--- src/design/lfg_pkg.sv ---
// Shared types, constants and helper functions of the fuel gauge.
`timescale 1ns / 1ps
package lfg_pkg;

	// Display and timing constants
	localparam int LED_COUNT      = 8;
	localparam int FLASH_TICKS    = 10;
	localparam int GPS_TIMEOUT_MS = 2000;
	localparam int TICK_W         = $clog2(FLASH_TICKS + 1);

	// Voltage curve and state of charge scale
	localparam int CURVE_POINTS   = 13;
	localparam int IDX_W          = $clog2(CURVE_POINTS);
	localparam int SOC_ONE        = 10000;
	localparam int SOC_RED_MAX    = 2000;
	localparam int SOC_YELLOW_MAX = 4000;
	localparam int SOC_W          = 14;
	localparam int HYST_CMS       = 50;
	localparam int SPEED_MAX_CMS  = 10000;

	// Datapath widths of the segment interpolation
	localparam int SPAN_W = 10;               // cells * widest segment step, at most 600
	localparam int QUO_W  = 11;               // segment soc step, at most 1500
	localparam int PROD_W = SPAN_W + QUO_W;   // offset times soc step

	localparam int QUEUE_DEPTH = 2;

	// Configuration register indexes
	localparam logic REG_CELL_COUNT = 1'b0;
	localparam logic REG_SPEED_OFF  = 1'b1;

	// Colour codes
	localparam logic [1:0] COL_OFF    = 2'd0;
	localparam logic [1:0] COL_RED    = 2'd1;
	localparam logic [1:0] COL_YELLOW = 2'd2;
	localparam logic [1:0] COL_GREEN  = 2'd3;

	localparam logic [3:0] LIT_FULL = 4'(LED_COUNT);

	localparam logic [12:0] CURVE_MV [CURVE_POINTS] = '{
		13'd3400, 13'd3500, 13'd3600, 13'd3700, 13'd3750, 13'd3800, 13'd3850,
		13'd3900, 13'd3950, 13'd4000, 13'd4100, 13'd4150, 13'd4200
	};
	localparam logic [SOC_W-1:0] CURVE_SOC [CURVE_POINTS] = '{
		14'd0, 14'd200, 14'd500, 14'd1500, 14'd2500, 14'd4000, 14'd5000,
		14'd6000, 14'd7000, 14'd8000, 14'd9000, 14'd9500, 14'd10000
	};

	// One queued display word: either a finished result or a curve lookup
	typedef struct packed {
		logic        is_curve;
		logic [3:0]  lit;
		logic [1:0]  colour;
		logic [15:0] pack_mv;
		logic [2:0]  cells;
	} entry_t;

	typedef enum logic [2:0] {
		B_IDLE,
		B_SEARCH,
		B_MUL,
		B_DIV,
		B_DONE
	} back_state_t;

	// Pack voltage of a curve point for the given cell count
	function automatic logic [15:0] cell_mv(input logic [2:0] cells, input logic [IDX_W-1:0] idx);
		logic [15:0] r;
		r = '0;
		if (32'(idx) < CURVE_POINTS) begin
			r = 16'(cells) * 16'(CURVE_MV[idx]);
		end
		return r;
	endfunction

	function automatic logic [SOC_W-1:0] curve_soc(input logic [IDX_W-1:0] idx);
		logic [SOC_W-1:0] r;
		r = '0;
		if (32'(idx) < CURVE_POINTS) begin
			r = CURVE_SOC[idx];
		end
		return r;
	endfunction

endpackage

--- src/design/lfg_front.sv ---
// Front end: accepts frames, tracks blanking and flashing, classifies the display.
`timescale 1ns / 1ps
module lfg_front (
	input  logic                clk,
	input  logic                arst_n,
	input  logic                in_valid,
	output logic                in_ready,
	input  logic [15:0]         pack_mv,
	input  logic                gps_valid,
	input  logic [15:0]         gps_age_ms,
	input  logic [15:0]         ground_speed_cms,
	input  logic [2:0]          cell_count,
	input  logic [13:0]         speed_off_cms,
	input  logic                q_full,
	output logic                q_push,
	output lfg_pkg::entry_t     q_wdata
);
	import lfg_pkg::*;

	logic              blanked_q, sent_q, flash_q;
	logic [TICK_W-1:0] ticks_q;

	logic              accept, gps_ok, blanked_nx, sent_nx, flash_nx, emit;
	logic [TICK_W-1:0] ticks_mid, ticks_nx;
	logic [2:0]        cells;
	logic [13:0]       thr;
	logic [16:0]       speed_hyst;
	logic              is_full, is_empty;
	entry_t            ent;

	assign in_ready = !q_full;
	assign accept   = in_valid && in_ready;

	// Clamp configuration to its usable range
	assign cells = (cell_count < 3'd2) ? 3'd2 : ((cell_count > 3'd6) ? 3'd6 : cell_count);
	assign thr   = (speed_off_cms > 14'(SPEED_MAX_CMS)) ? 14'(SPEED_MAX_CMS) : speed_off_cms;

	// Drop stale GPS reports
	assign gps_ok     = gps_valid && !(gps_age_ms > 16'(GPS_TIMEOUT_MS));
	assign speed_hyst = 17'(ground_speed_cms) + 17'(HYST_CMS);

	// Blanking with hysteresis
	always_comb begin
		blanked_nx = 1'b0;
		if (thr != '0 && gps_ok) begin
			blanked_nx = blanked_q;
			if (!blanked_q && ground_speed_cms > 16'(thr)) begin
				blanked_nx = 1'b1;
			end else if (blanked_q && speed_hyst < 17'(thr)) begin
				blanked_nx = 1'b0;
			end
		end
	end

	assign is_full  = pack_mv >= cell_mv(cells, IDX_W'(CURVE_POINTS - 1));
	assign is_empty = pack_mv <= cell_mv(cells, '0);

	// Classify the frame and advance the flash timer
	always_comb begin
		sent_nx   = 1'b0;
		emit      = 1'b1;
		flash_nx  = flash_q;
		ticks_mid = ticks_q;
		ent.is_curve = 1'b0;
		ent.lit      = '0;
		ent.colour   = COL_OFF;
		ent.pack_mv  = pack_mv;
		ent.cells    = cells;
		if (blanked_nx) begin
			sent_nx = 1'b1;
			emit    = !sent_q;
		end else if (is_full) begin
			ent.lit    = LIT_FULL;
			ent.colour = COL_GREEN;
		end else if (is_empty) begin
			if (ticks_q >= TICK_W'(FLASH_TICKS)) begin
				ticks_mid = '0;
				flash_nx  = !flash_q;
			end
			if (flash_nx) begin
				ent.lit    = LIT_FULL;
				ent.colour = COL_RED;
			end
		end else begin
			ent.is_curve = 1'b1;
		end
		ticks_nx = (ticks_mid < TICK_W'(FLASH_TICKS)) ? ticks_mid + 1'b1 : ticks_mid;
	end

	assign q_push  = accept && emit;
	assign q_wdata = ent;

	// Update frame state on each accepted word
	always_ff @(posedge clk or negedge arst_n) begin
		if (!arst_n) begin
			blanked_q <= 1'b0;
			sent_q    <= 1'b0;
			flash_q   <= 1'b1;
			ticks_q   <= '0;
		end else if (accept) begin
			blanked_q <= blanked_nx;
			sent_q    <= sent_nx;
			flash_q   <= flash_nx;
			ticks_q   <= ticks_nx;
		end
	end

endmodule

--- src/design/lfg_queue.sv ---
// Short queue between the front end and the curve engine.
`timescale 1ns / 1ps
module lfg_queue (
	input  logic            clk,
	input  logic            arst_n,
	input  logic            push,
	input  lfg_pkg::entry_t wdata,
	output logic            full,
	input  logic            pop,
	output logic            head_valid,
	output lfg_pkg::entry_t head
);
	import lfg_pkg::*;

	localparam int PTR_W = (QUEUE_DEPTH > 1) ? $clog2(QUEUE_DEPTH) : 1;
	localparam int CNT_W = $clog2(QUEUE_DEPTH + 1);

	entry_t           slot_q [QUEUE_DEPTH];
	logic [PTR_W-1:0] wr_q, rd_q;
	logic [CNT_W-1:0] count_q;

	assign full       = count_q == CNT_W'(QUEUE_DEPTH);
	assign head_valid = count_q != '0;
	assign head       = slot_q[rd_q];

	// Store incoming words
	always_ff @(posedge clk) begin
		if (push) begin
			slot_q[wr_q] <= wdata;
		end
	end

	// Advance pointers and fill count
	always_ff @(posedge clk or negedge arst_n) begin
		if (!arst_n) begin
			wr_q    <= '0;
			rd_q    <= '0;
			count_q <= '0;
		end else begin
			if (push) begin
				wr_q <= (32'(wr_q) == QUEUE_DEPTH - 1) ? '0 : wr_q + 1'b1;
			end
			if (pop) begin
				rd_q <= (32'(rd_q) == QUEUE_DEPTH - 1) ? '0 : rd_q + 1'b1;
			end
			if (push && !pop) begin
				count_q <= count_q + 1'b1;
			end else if (pop && !push) begin
				count_q <= count_q - 1'b1;
			end
		end
	end

endmodule

--- src/design/lfg_back.sv ---
// Back end: curve segment search, interpolation divider and output register.
`timescale 1ns / 1ps
module lfg_back (
	input  logic            clk,
	input  logic            arst_n,
	input  logic            head_valid,
	input  lfg_pkg::entry_t head,
	output logic            pop,
	output logic            out_valid,
	input  logic            out_ready,
	output logic [3:0]      lit_count,
	output logic [1:0]      colour
);
	import lfg_pkg::*;

	localparam int CNT_W  = $clog2(QUO_W);
	localparam int SOCL_W = $clog2(SOC_ONE * LED_COUNT + 1);
	localparam int LCNT_W = $clog2(LED_COUNT + 1);

	back_state_t       state_q, state_nx;
	logic [15:0]       pack_q;
	logic [2:0]        cells_q;
	logic [IDX_W-1:0]  idx_q;
	logic [SPAN_W-1:0] span_q;
	logic [SOC_W-1:0]  socb_q;
	logic [SPAN_W-1:0] rem_q;
	logic [QUO_W-1:0]  quo_q;
	logic [CNT_W-1:0]  cnt_q;
	logic              out_valid_q;
	logic [3:0]        lit_q;
	logic [1:0]        colour_q;

	logic              out_free, hit, load_direct, load_curve, start, div_last;
	logic [15:0]       base_mv, top_mv, off_full;
	logic [SPAN_W-1:0] off, span;
	logic [QUO_W-1:0]  dsoc;
	logic [PROD_W-1:0] prod;
	logic [SPAN_W:0]   trial;
	logic              ge;
	logic [SOC_W-1:0]  soc;
	logic [SOCL_W-1:0] soc_l;
	logic [LCNT_W-1:0] above;
	logic [3:0]        lit_c;
	logic [1:0]        colour_c;

	assign out_free = !out_valid_q || out_ready;
	assign hit      = pack_q <= cell_mv(cells_q, idx_q);
	assign div_last = cnt_q == CNT_W'(QUO_W - 1);

	// Segment offset, span and scaled soc step
	assign base_mv  = cell_mv(cells_q, idx_q - 1'b1);
	assign top_mv   = cell_mv(cells_q, idx_q);
	assign off_full = pack_q - base_mv;
	assign off      = off_full[SPAN_W-1:0];
	assign span     = SPAN_W'(top_mv - base_mv);
	assign dsoc     = QUO_W'(curve_soc(idx_q) - curve_soc(idx_q - 1'b1));
	assign prod     = PROD_W'(off) * PROD_W'(dsoc);

	// Restoring divide step
	assign trial = {rem_q, quo_q[QUO_W-1]};
	assign ge    = trial >= {1'b0, span_q};

	// Bar length and colour from the interpolated soc
	always_comb begin
		soc   = socb_q + SOC_W'(quo_q);
		soc_l = SOCL_W'(soc) * SOCL_W'(LED_COUNT);
		above = '0;
		for (int k = 1; k < LED_COUNT; k++) begin
			if (soc_l > SOCL_W'(k * SOC_ONE)) begin
				above = above + 1'b1;
			end
		end
		lit_c = 4'(above + 1'b1);
		if (soc <= SOC_W'(SOC_RED_MAX)) begin
			colour_c = COL_RED;
		end else if (soc <= SOC_W'(SOC_YELLOW_MAX)) begin
			colour_c = COL_YELLOW;
		end else begin
			colour_c = COL_GREEN;
		end
	end

	// Next state
	always_comb begin
		state_nx = state_q;
		unique case (state_q)
			B_IDLE: begin
				if (head_valid && head.is_curve) begin
					state_nx = B_SEARCH;
				end
			end
			B_SEARCH: begin
				if (hit) begin
					state_nx = B_MUL;
				end
			end
			B_MUL: state_nx = B_DIV;
			B_DIV: begin
				if (div_last) begin
					state_nx = B_DONE;
				end
			end
			B_DONE: begin
				if (out_free) begin
					state_nx = B_IDLE;
				end
			end
			default: state_nx = B_IDLE;
		endcase
	end

	// Control outputs
	always_comb begin
		load_direct = 1'b0;
		load_curve  = 1'b0;
		start       = 1'b0;
		unique case (state_q)
			B_IDLE: begin
				load_direct = head_valid && !head.is_curve && out_free;
				start       = head_valid && head.is_curve;
			end
			B_DONE: load_curve = out_free;
			default: begin
			end
		endcase
	end

	assign pop = load_direct || start;

	always_ff @(posedge clk or negedge arst_n) begin
		if (!arst_n) begin
			state_q <= B_IDLE;
		end else begin
			state_q <= state_nx;
		end
	end

	// Curve datapath
	always_ff @(posedge clk) begin
		unique case (state_q)
			B_IDLE: begin
				pack_q  <= head.pack_mv;
				cells_q <= head.cells;
				idx_q   <= IDX_W'(1);
			end
			B_SEARCH: begin
				if (!hit) begin
					idx_q <= idx_q + 1'b1;
				end
			end
			B_MUL: begin
				span_q <= span;
				socb_q <= curve_soc(idx_q - 1'b1);
				rem_q  <= prod[PROD_W-1:QUO_W];
				quo_q  <= prod[QUO_W-1:0];
				cnt_q  <= '0;
			end
			B_DIV: begin
				rem_q <= ge ? SPAN_W'(trial - {1'b0, span_q}) : trial[SPAN_W-1:0];
				quo_q <= {quo_q[QUO_W-2:0], ge};
				cnt_q <= cnt_q + 1'b1;
			end
			default: begin
			end
		endcase
	end

	// Output register
	always_ff @(posedge clk or negedge arst_n) begin
		if (!arst_n) begin
			out_valid_q <= 1'b0;
		end else if (load_direct || load_curve) begin
			out_valid_q <= 1'b1;
		end else if (out_ready) begin
			out_valid_q <= 1'b0;
		end
	end

	always_ff @(posedge clk) begin
		if (load_direct) begin
			lit_q    <= head.lit;
			colour_q <= head.colour;
		end else if (load_curve) begin
			lit_q    <= lit_c;
			colour_q <= colour_c;
		end
	end

	assign out_valid = out_valid_q;
	assign lit_count = lit_q;
	assign colour    = colour_q;

endmodule

--- src/design/lipo_led_fuel_gauge.sv ---
// Top level of the LiPo LED fuel gauge: configuration registers, front end, queue, back end.
//
//  channel  | handshake                 | payload
//  ---------+---------------------------+--------------------------------------------------
//  input    | in_valid / in_ready       | pack_mv, gps_valid, gps_age_ms, ground_speed_cms
//  output   | out_valid / out_ready     | lit_count, colour
//  config   | cfg_we                    | cfg_index, cfg_wdata
//
//  Full and empty frames, and the first frame of a blanking run, pass the queue and are
//  loaded into the output register when the back end is idle and that register is free.
//  Curve frames pass the back end states in order: the word is taken in idle, the segment
//  search checks 1 to 12 curve points (one curve point a cycle), a multiply state,
//  11 divider steps, then the output load once the output register is free.
//  The front end keeps taking words while the two-entry queue has room.
//  Reset clears blanking, flash timer and queue state and sets the flash phase on; no clearing pass is needed.
//  A stalled output holds its word; the back end waits on it before loading the next.
`timescale 1ns / 1ps
module lipo_led_fuel_gauge (
	input  logic        clk,
	input  logic        arst_n,
	input  logic        in_valid,
	output logic        in_ready,
	input  logic [15:0] pack_mv,
	input  logic        gps_valid,
	input  logic [15:0] gps_age_ms,
	input  logic [15:0] ground_speed_cms,
	output logic        out_valid,
	input  logic        out_ready,
	output logic [3:0]  lit_count,
	output logic [1:0]  colour,
	input  logic        cfg_we,
	input  logic        cfg_index,
	input  logic [13:0] cfg_wdata
);
	import lfg_pkg::*;

	logic [2:0]  cell_count_q;
	logic [13:0] speed_off_q;

	logic   q_push, q_full, q_pop, q_valid;
	entry_t q_wdata, q_head;

	// Configuration registers
	always_ff @(posedge clk or negedge arst_n) begin
		if (!arst_n) begin
			cell_count_q <= 3'd3;
			speed_off_q  <= '0;
		end else if (cfg_we) begin
			unique case (cfg_index)
				REG_CELL_COUNT: cell_count_q <= cfg_wdata[2:0];
				REG_SPEED_OFF:  speed_off_q  <= cfg_wdata;
				default: begin
				end
			endcase
		end
	end

	lfg_front u_front (
		.clk              (clk),
		.arst_n           (arst_n),
		.in_valid         (in_valid),
		.in_ready         (in_ready),
		.pack_mv          (pack_mv),
		.gps_valid        (gps_valid),
		.gps_age_ms       (gps_age_ms),
		.ground_speed_cms (ground_speed_cms),
		.cell_count       (cell_count_q),
		.speed_off_cms    (speed_off_q),
		.q_full           (q_full),
		.q_push           (q_push),
		.q_wdata          (q_wdata)
	);

	lfg_queue u_queue (
		.clk        (clk),
		.arst_n     (arst_n),
		.push       (q_push),
		.wdata      (q_wdata),
		.full       (q_full),
		.pop        (q_pop),
		.head_valid (q_valid),
		.head       (q_head)
	);

	lfg_back u_back (
		.clk        (clk),
		.arst_n     (arst_n),
		.head_valid (q_valid),
		.head       (q_head),
		.pop        (q_pop),
		.out_valid  (out_valid),
		.out_ready  (out_ready),
		.lit_count  (lit_count),
		.colour     (colour)
	);

	// Never write into a full queue
	a_no_overflow: assert property (@(posedge clk) disable iff (!arst_n)
		q_push |-> !q_full) else $error("queue overflow");

	// Never read from an empty queue
	a_no_underflow: assert property (@(posedge clk) disable iff (!arst_n)
		q_pop |-> q_valid) else $error("queue underflow");

	// A dark display lights nothing
	a_off_dark: assert property (@(posedge clk) disable iff (!arst_n)
		(out_valid && colour == COL_OFF) |-> lit_count == '0) else $error("lit while off");

endmodule
--- config.mk ---
export PLATFORM = sky130hd
export DESIGN_NAME = lipo_led_fuel_gauge
export DESIGN_NICKNAME = d
export VERILOG_FILES = /design/src/design/lfg_pkg.sv /design/src/design/lfg_front.sv /design/src/design/lfg_queue.sv /design/src/design/lfg_back.sv /design/src/design/lipo_led_fuel_gauge.sv
export SDC_FILE = /design/constraint.sdc
export NUM_CORES = 1
export LEC_CHECK = 0
export CAP_MARGIN = 20
export CORE_MARGIN = 10
export CORE_UTILIZATION = 29
export DETAILED_ROUTE_END_ITERATION = 7
export DONT_BUFFER_PORTS = 1
export GPL_TIMING_DRIVEN = 0
export PLACE_DENSITY = 0.5
export SLEW_MARGIN = 10
export SYNTH_ARGS = -nofsm -noshare
export SYNTH_HDL_FRONTEND = slang
export SYNTH_SLANG_ARGS = --single-unit
--- constraint.sdc ---
create_clock -name clk -period 15.25 [get_ports clk]
set_clock_uncertainty 0.2 [all_clocks]
set_input_delay 1.525 -clock clk [delete_from_list [all_inputs] [get_ports clk]]
set_output_delay 1.525 -clock clk [all_outputs]
set_load 0.03 [all_outputs]
==> summary.txt <==
Clock network
  – Clock buffer depth: 2
  – Reg clk slew, reported paths: 0.07 ns
  – Clk Latency, worst-skew pair: between 0.4 and 0.5 ns
  – CTS buffer count: 17
  – Post-CTS setup buffer count: 0
  – CTS sink cnt: 150
  – Clock root buffer: clkbuf_16
  – H-tree depth: 4
  – Post-CTS Resized: 0
  – Hold-fix buffers, CTS: 0
  – TritonCTS clock tree: built

Routing
  – DR iter-0 viols: about 620
  – DRC Markers: 0
  – Average vias per placed instance: just under 5
  – Drt first pass iters: 5
  – Routed wire length: 39.1 mm
  – Drt wl/cell: ~16 µm
  – Detail Route Antenna Nets: 0
  – Vias: 11800

Setup path
  – Worst reg2reg setup slack: around 3.2 ns
  – Worst reg2reg startpoint: u_back.idx_q[2]
  – CP Buf/Inv Count: 7
  – Crit-path max FO: 10
  – Worst setup EP type: register
  – Critical path's largest stage delay: about 0.54 ns
  – Reg2Reg Depth: 41
  – Cell mode on critical path: fa_1
  – Critical Path RT: between 15 and 20 ns
  – RR Endpoint: u_back.rem_q[8]
  – WP data arrival: between 10 and 15 ns
  – Startpoint Class: register
  – Crit path max-delay family: adder cells
  – Classification of the worst setup path: reg -> reg
  – Slowest-stage cell, CP: fa_1

Floorplanning
  – Starting Density: just under 30%
  – Placement Rows: 85
  – Die H: between 200 and 300 µm
  – Die Span X: between 200 and 300 µm
  – Die Area: 0.0636 mm²
  – Io pins: just under 80
  – Core Region: 0.0536 mm²

Global route
  – Initial antenna violation count: 3
  – Total GRT Usage: approximately 13%
  – First-pass GRT wire length: about 64 mm
  – Number of global-route vias before repair: between 10000 and 15000
  – GR Overflow Total: 0
  – Pin count of the biggest net entering global routing: 32

Yosys
  – Seq cells post-synth: 150
  – Synth Area per Inst: between 9 and 10 µm²
  – Seq/Total Area, Yosys: about 28%
  – Synth Flop Type: edfxtp_1
  – Synth Instances: 1668
  – Syn nets: 2030
  – Post-synth EDFFs: ~120
  – Synth unique cells: 87
  – Synthesized area: 0.0156 mm²
  – FFs w/ async S/R, synth: approximately a fifth
  – Synth warn: 0

Placement
  – Routability cong.: around 0.87
  – Dpl hpwl: 32.4 mm
  – IO Port Bufs: 0

STA
  – Final critical-path required period: between 10 and 15 ns
  – Max Slew Vio Count: 0
  – Setup TNS: 0 ns
  – Final Setup Violations: 0
  – Slew @ Worst Pin: approximately 1.1 ns
  – Hold Vio Cnt, Final: 0
  – Fin crit share: a little under 80%
  – Slew headroom: around a quarter
  – Final hold slack: between 0.3 and 0.4 ns
  – Fmax: between 80 and 90 MHz
  – RSZ-0062 raised after global routing: false

Min path
  – Worst-case hold path end point: u_queue.count_q[1]
  – Tightest Hold Check Type: reg -> reg
  – WHS Path Cells: 1
  – Min-Delay Startpoint: u_queue.count_q[1]

Layout
  – Commonest cells after routing, fill and taps aside: 218 x ha_1, 186 x inv_1, 169 x nand2_1, 130 x nor2_1, 119 x edfxtp_1
  – Area growth from synthesis to final layout: 9.90%
  – Final #Nets: roughly 2100
  – Fraction of layout cells with a size suffix above 1: under 10%
  – Most common cell after layout, fill and taps aside: ha_1

Flow run
  – Max_cap viols: 0

Outcome
  – Status: complete, no violations
[synthesized netlist by cell type (26+ instances only)]
cell type  number  area share [%]
dfrtp_1        28             4.5
fa_1           75             9.6
clkbuf_1       35            0.84
nand2b_1       34             1.4
mux2_2         40             2.9
nor3_1         26            0.83
a21o_1         58             2.8
o21ai_0        54             1.7
a21oi_1        93             3.0
inv_1         186             4.5
edfxtp_1      119              23
nor2_1        132             3.2
ha_1          218              17
nand2_1       169             4.1
xnor2_1        70             3.9
xor2_1         46             2.6
[sequential cells by signal (all words and copies together), names as in the netlist, 4 cells and up]
name	count
u_back.cnt_q	4
u_back.lit_count	4
speed_off_q	14
u_back.quo_q	11
u_back.idx_q	4
u_back.span_q	9
u_back.pack_q	16
u_front.ticks_q	4
u_back.socb_q	12
u_back.rem_q	10
u_queue.slot_q	44
[kinds of logic after synthesis]
group                      Yosys count  share of synthesized area [%]
AOI/OAI and AO/OA                  326                           13.9
xor gates and xnor gates           119                           6.81
adders and majority gates          293                           27.0
buffers and inverters              228                           5.48
DFF                                150                           27.8
muxes                               50                           3.65
and+or+nand+nor                    502                           15.3
[cell type report]
class                           count  area (µm²)
Antenna cell                        2        5.00
Buffer                             40         151
Clock buffer                       17         425
Clock inverter                     15         173
Fill cell                        5588       36400
Inverter                          188         706
Multi-Input combinational cell   1290       10400
Sequential cell                   150        4350
Tap cell                          696         871
Timing Repair Buffer                4        65.1
[layer usage]
layer	GRT usage (%)	part of all wire, %	vias to the layer above
met5	0	0	-
met1	15.5	45	5688
met4	3.46	1.5	0
li1	-	-	5840
met3	3.32	5.5	39
met2	21.4	48	227
[metrics by stage]
stage               setup WS, ns  util, %  cell area, µm²  std cells
global route                2.25     32.1           17200       2400
CTS                         3.05     32.0           17200       2399
finish                      3.17     32.1           17200       2402
global placement            3.25     30.8           16500       2364
detailed placement          3.08     30.9           16600       2367
floorplan                   5.17        -           15600       1668
[worst max path at each step]
stage | endpoint | startpoint | slack (ns) | cells past startpoint
2_1_floorplan | u_back.rem_q[9] | u_back.idx_q[2] | 5.17 | 41
3_3_place_gp | u_back.rem_q[9] | u_back.idx_q[2] | 3.25 | 41
3_5_place_dp | u_back.rem_q[8] | u_back.idx_q[2] | 3.08 | 41
4_1_cts | u_back.rem_q[8] | u_back.idx_q[2] | 3.05 | 41
5_1_grt | u_back.rem_q[8] | u_back.idx_q[2] | 2.25 | 41
6_report | u_back.rem_q[8] | u_back.idx_q[2] | 3.17 | 41
[worst register-to-register path: cells and delay by family, from the launching register on]
family	cells	cell delay, ns
AOI/OAI and AO/OA	12	2.93
DFF	1	0.48
adders and majority gates	10	4.13
xor gates and xnor gates	5	1.32
buffers and inverters	7	1.67
and+or+nand+nor	7	1.10
Power is not shown: default switching activity piles up to over one toggle a cycle in this logic, so the estimate is an artifact.
